===== src/rtl/alt_ram.sv =====
`default_nettype none
// ----------------------------------------------------------------------------
// alt_ram: generic simple dual-port RAM (separate write and read addresses)
// One write and one read per cycle, registered read data.
// ----------------------------------------------------------------------------
module alt_ram #(
	parameter int WIDTH = 8,
	parameter int DEPTH = 16
) (
	input  wire logic                     clk,
	input  wire logic                     we,
	input  wire logic [$clog2(DEPTH)-1:0] waddr,
	input  wire logic [WIDTH-1:0]         wdata,
	input  wire logic [$clog2(DEPTH)-1:0] raddr,
	output logic      [WIDTH-1:0]         rdata
);
	logic [WIDTH-1:0] mem [DEPTH];

	// write and registered read
	always_ff @(posedge clk) begin
		if (we) begin
			mem[waddr] <= wdata;
		end
		rdata <= mem[raddr];
	end
endmodule
`default_nettype wire


===== config.mk =====
export PLATFORM = sky130hd
export DESIGN_NAME = alt_ram
export DESIGN_NICKNAME = d
export VERILOG_FILES = /design/src/rtl/alt_ram.sv
export SDC_FILE = /design/constraint.sdc
export NUM_CORES = 1
export LEC_CHECK = 0
export ABC_AREA = 1
export BUFFER_PORTS_ARGS = -buffer_cell sky130_fd_sc_hd__buf_4
export CAP_MARGIN = 20
export CORE_MARGIN = 4
export CORE_UTILIZATION = 40
export CTS_CLUSTER_SIZE = 30
export DETAILED_ROUTE_END_ITERATION = 8
export HOLD_SLACK_MARGIN = 0.08
export SLEW_MARGIN = 20
export SYNTH_ARGS = -nofsm -noshare
export SYNTH_HDL_FRONTEND = slang
export SYNTH_SLANG_ARGS = --single-unit

===== constraint.sdc =====
create_clock -name clk -period 1.12 [get_ports clk]
set_clock_uncertainty 0.05 [all_clocks]
set_input_delay 0.224 -clock clk [delete_from_list [all_inputs] [get_ports clk]]
set_output_delay 0.224 -clock clk [all_outputs]
set_load 0.1 [all_outputs]

==> flow_summary.toml, run 1 <==
[run_status]
status = "finished, violations left"
violations = "negative setup slack"

[cells_and_area]
post-route-cell-area_um2 = 7230
layout.nets = 623
layout-drive-gt1-share_pct = 17.0
utilization_pct = 51.7
fillers = 1227
area_growth_syn_to_layout_pct = 25.4
finalNonFillerCells = 798
multi_input_area_um2 = 1230
regArea_um2 = 4020
antenna_cells = 0

[sta]
finalSetupViolations = 8
worstMarginPinSlew_ps = 325
relSlewSlack_pct = 78.3
hold_viol = 0
holdWs_ps = 87.1
max_freq_mhz = 820
setup_slack_ps = -99.1
drv_slew = 0
period_share_pct = 109
post-route-min-period_ps = 1220
rsz0062_at_grt = "true"

[critical_path]
reg2reg_to = "rdata[3]"
crit_type = "flop to output port"
reg2reg_depth = 6
critPathMaxFanout = 1
r2r_slack_ps = 80
path_buf_inv = 1
crit_path_cell_trace = "buf_12"
r2r_start = "mem[7][3]"
crit_required_ps = 850
cp_top_family = "flip-flops"
slowest_stage = "dfxtp_2"
max_stage_delay_ps = 360
critPathLaunch = "rdata[2]"
crit_cells = 1
cp-endpoint = "rdata[2]"
cp-end-kind = "output port"
start_kind = "flop"
worst-endpoint-arrival_ps = 950

[clocking]
clkSinkCount = 136
post-cts-setup-buffers = 0
cts-root-buf = "clkbuf_16"
cts_tree = "built"
cts_max_level = 4
clock_latency_ps = 410
cts_buffers = 17
cts.clk_slew.worst_paths_ps = 60
cts_buffer_depth = 2

[yosys]
yosys.area_share.xor_xnor_pct = 0
synthMuxAreaShare_pct = 0
synth_cell_types = 12
synth_area_leader_cell = "edfxtp_1"
ys_seq_elements = 136
syn_nets = 569
yosys.area_share.simple_pct = 21.0
netlist_area_um2 = 5770
synth_compound_area_share_pct = 0
synthTopCellsByArea = "edfxtp_1 (67%), nand2_1 (11%), nand3_1 (8.4%)"
synth_top_area_share_pct = 66.7
yosys.area_share.adder_pct = 0
ys_seq_area_share_pct = 69.4
avgSynthCellArea_um2 = 10.5
synth_top_family_by_area = "simple AND/OR/NAND/NOR gates"
syn_inst = 551
ys_warn_count = 0

[grt]
track_usage_pct = 16.2
grt_overflow = 0
grt_pass1_vias = 3826
grt_pass1_wl_mm = 20.1
antenna_found_initial = 0
grt_max_degree = 46

[place]
place_area_um2 = 6420
dpl.cell_count = 764
port_buffers = 25
hpwl_mm = 8.26
place_congestion = 0.815

[drt]
vias = 3810
drc = 0
dr.pass1.iters = 4
first_iter_violations = 344
routed_wirelength_mm = 12.1
via_per_inst = 4.77
ant_nets = 0
drt-wirelength-per-cell_um = 15.2

[floorplan]
fp.dieW_um = 128
core-area_um2 = 14000
ioPinCount = 26
die_y_um = 128
initial_utilization_pct = 41.2
rows = 43
die_area_um2 = 16400

[power]
total_power_mw = 13.2
power.density_nw_per_um2 = 1830
ir_drop_v = 0.00112
p_leak_nw = 3.11

[run]
drv_cap = 0

[min_path]
hp-class = "primary input to flop"
==> cells in the mapped netlist <==
master	n
nand2_1	173
buf_1	1
inv_1	100
buf_2	13
dfxtp_1	8
buf_6	6
edfxtp_1	128
buf_4	4
inv_2	2
nand3b_1	2
nor2_1	17
nand3_1	97
==> stage by stage <==
stage / setup WS [ps] / setup TNS (ps)
floorplan: -105 / -8360
global placement: -192 / -15950
detailed placement: -217 / -16950
CTS: -118 / -801
global route: -126 / -918
finish: -99.1 / -673
==> placed cells by master, fill, tap and decap left out <==
cell           count
buf_4             38
inv_1            100
nand3b_1           2
edfxtp_1         128
nor2_2             6
clkbuf_8           3
clkbuf_16         17
clkinvlp_4         4
dfxtp_4            1
nand3_2            1
inv_2              2
nor2_1            11
dfxtp_2            7
bufinv_16          6
clkinv_4           1
buf_12            19
nand2_1          173
nand3_1           96
dlygate4sd3_1      2
clkbuf_1           1
==> layout make-up <==
class,count,share of cell area [%]
sequential,136,55.5
multi-input combinational,289,17.1
timing repair buffer,59,9.48
clock buffer,21,6.50
inverter,102,5.29
tap,180,3.11
clock inverter,11,3.03
==> power by group <==
group          total, mW  switching (mW)  internal, mW
Combinational       1.09           0.708         0.385
Clock               6.39            2.04          4.36
Sequential          5.75          0.0549          5.70
Total               13.2            2.80          10.4
==> how the worst min path moves through the flow <==
stage,end,cells after the start,slack (ps),startpoint
5_1_grt,mem[10][4],1,90,wdata[4]
4_1_cts,mem[1][4],1,80,wdata[4]
2_1_floorplan,mem[0][0],0,270,wdata[0]
3_3_place_gp,mem[9][1],1,490,wdata[1]
3_5_place_dp,mem[9][1],1,500,wdata[1]
6_report,mem[1][4],1,90,wdata[4]
==> registers in the layout, indices dropped and copies added, names as in the netlist <==
name,count
mem,128
rdata,8
==> logic make-up (layout without fill, tap and decap cells) <==
logic type             Yosys count  count (layout)
flip-flops                     136             136
AND/OR/NAND/NOR                289             289
buffers and inverters          126             193
==> per-layer routing <==
layer  vias up  share of wire [%]  track usage (%)
met3        24                4.8             4.00
met5         -                  0                0
li1       1882                  -                -
met1      1807                 44             21.1
met2        97                 49             25.7
met4         0                2.3             7.12
==> timing repair <==
action | in CTS | in global routing
setup endpoints to repair | 8 | 9
gates resized for setup | 24 | 2
hold buffers | 2 | 0
pin swaps | 0 | 0
hold endpoints to repair | 28 | 0
(Power assumes the default switching activity.)
==> inputs of run 2 (changes only) <==
--- a/config.mk
+++ b/config.mk
@@ -8,11 +8,14 @@
 export ABC_AREA = 1
 export BUFFER_PORTS_ARGS = -buffer_cell sky130_fd_sc_hd__buf_4
 export CAP_MARGIN = 20
+export CELL_PAD_IN_SITES_DETAIL_PLACEMENT = 1
+export CELL_PAD_IN_SITES_GLOBAL_PLACEMENT = 1
 export CORE_MARGIN = 4
 export CORE_UTILIZATION = 40
 export CTS_CLUSTER_SIZE = 30
 export DETAILED_ROUTE_END_ITERATION = 8
 export HOLD_SLACK_MARGIN = 0.08
+export PLACE_DENSITY_LB_ADDON = 0.1
 export SLEW_MARGIN = 20
 export SYNTH_ARGS = -nofsm -noshare
 export SYNTH_HDL_FRONTEND = slang
==> run 2 against run 1 <==
Effect of this change:
- the run still ends with negative setup slack left
- routed wire length increased by 26%
- clock-buffer cell count increased by 4
- clock power decreased by 1%
- combinational power increased by 9%
- register-to-register slack got worse by 20 ps
- global-route usage increased by 4.0 points
- sequential power about the same
- critical endpoint is now rdata[3]
==> flow_summary.toml, run 2 (synthesis gave the netlist of run 1 again) <==
[place]
place_ws_ps = -270
place_congestion = 0.853
port_buffers = 25
hpwl_mm = 9.89
place_area_um2 = 6440

[clocking]
cts-root-buf = "clkbuf_16"
cts_max_level = 4
cts_tree = "built"
clock_latency_ps = 410
cts.clk_slew.worst_paths_ps = 60
cts_buffer_depth = 2
clkSinkCount = 136
ctsHoldBuffers = 0
cts_buffers = 17

[floorplan]
ioPinCount = 26
initial_utilization_pct = 41.2
fp.dieW_um = 128
rows = 43
die_y_um = 128
die_area_um2 = 16400
core-area_um2 = 14000

[sta]
hold_viol = 0
worstMarginPinSlew_ps = 423
drv_slew = 0
finalSetupViolations = 8
rsz0062_at_grt = "true"
relSlewSlack_pct = 71.8
tns_ps = -647
post-route-min-period_ps = 1240
period_share_pct = 111
max_freq_mhz = 808
setup_slack_ps = -118

[min_path]
hold_path_depth = 1
hp-start = "wdata[2]"
hp-class = "primary input to flop"
holdPathEnd = "mem[4][2]"

[critical_path]
cp-end-kind = "output port"
reg2reg_depth = 6
critPathMaxFanout = 1
r2r_start = "mem[7][6]"
crit_type = "flop to output port"
cp_top_family = "flip-flops"
path_buf_inv = 1
slowest_stage = "dfxtp_4"
critPathLaunch = "rdata[3]"
reg2reg_to = "rdata[6]"
max_stage_delay_ps = 380
r2r_slack_ps = 60
worst-endpoint-arrival_ps = 960
crit_required_ps = 850
start_kind = "flop"
crit_path_cell_trace = "buf_12"

[cells_and_area]
final_common_cell = "nand2_1"
regMostFlops = "mem"
post-route-cell-area_um2 = 7290
layout_common_cells = "nand2_1 (173), edfxtp_1 (128), inv_1 (100)"
layout.nets = 628
layout-drive-gt1-share_pct = 19.7
utilization_pct = 52.1
area_growth_syn_to_layout_pct = 26.4
reg.largest.list = "mem (128), rdata (8)"
largest_reg_flops = 128
antenna_cells = 0

[drt]
via_per_inst = 4.95
drt-wirelength-per-cell_um = 19.0
routed_wirelength_mm = 15.2
dr.pass1.iters = 4
vias = 3976
first_iter_violations = 224
ant_nets = 0
drc = 0

[power]
ir_drop_v = 0.00101
total_power_mw = 13.2
p_leak_nw = 3.17
power.density_nw_per_um2 = 1820

[grt]
grt_pass1_wl_mm = 24.1
grt_overflow = 0
antenna_found_initial = 0
grt_pass1_vias = 4201
grt_max_degree = 33
track_usage_pct = 20.2

[run]
drv_cap = 0

[run_status]
status = "finished, violations left"
violations = "negative setup slack"
-- run 2: cell types whose count changed in the layout (fill, tap and decap cells not counted), moves of 3 or more --
| cell | change |
|---|---|
| clkbuf_8 | +3 |
| buf_4 | +9 |
| nand3_1 | -12 |
| clkinvlp_4 | -4 |
| nand3_2 | +12 |
-- run 2: power by group --
| group | internal, mW | leakage (nW) | switching [mW] | total, mW |
|---|---|---|---|---|
| logic | 0.401 | 1.61 | 0.790 | 1.19 |
| clock network | 4.30 | 0.333 | 2.00 | 6.30 |
| registers | 5.70 | 1.22 | 0.0535 | 5.75 |
| total | 10.4 | 3.17 | 2.84 | 13.2 |
-- run 2: worst max path at each step --
| stage | end | cells past startpoint |
|---|---|---|
| after floorplan | mem[10][0] | 2 |
| after global placement | rdata[7] | 8 |
| after detailed placement | rdata[7] | 8 |
| after CTS | rdata[3] | 1 |
| after global routing | rdata[3] | 1 |
| final | rdata[3] | 1 |
-- run 2: area by class of cell --
cell class              instances  area [um^2]
repair buffers                 64          693
flip-flops and latches        136         4020
fillers                      1517         6700
clock buffers                  25          515
well taps                     180          225
multi-input cells             289         1290
inverters                     102          383
clock inverters                 7          160
-- run 2: per-layer routing --
layer	vias up	routed length (um)	share of wire (%)	global-route usage (%)
li1	1891	-	-	-
met1	1977	6650	44	26.7
met2	92	7690	50	32.8
met3	16	607	4.0	4.25
met4	0	292	1.9	7.68
met5	-	0	0	0
-- run 2: what timing repair did --
item                                    in CTS  in global routing
endpoints found under the setup margin       8                 15
resized for setup                           25                 13
pin swaps                                    0                  1
setup buffers                                0                  0
-- run 2: per-stage QoR --
stage          std cells  hold WS [ps]
2_1_floorplan        551           273
3_3_place_gp         771           544
3_5_place_dp         771           549
4_1_cts              803           113
5_1_grt              803           121
6_report             803           113
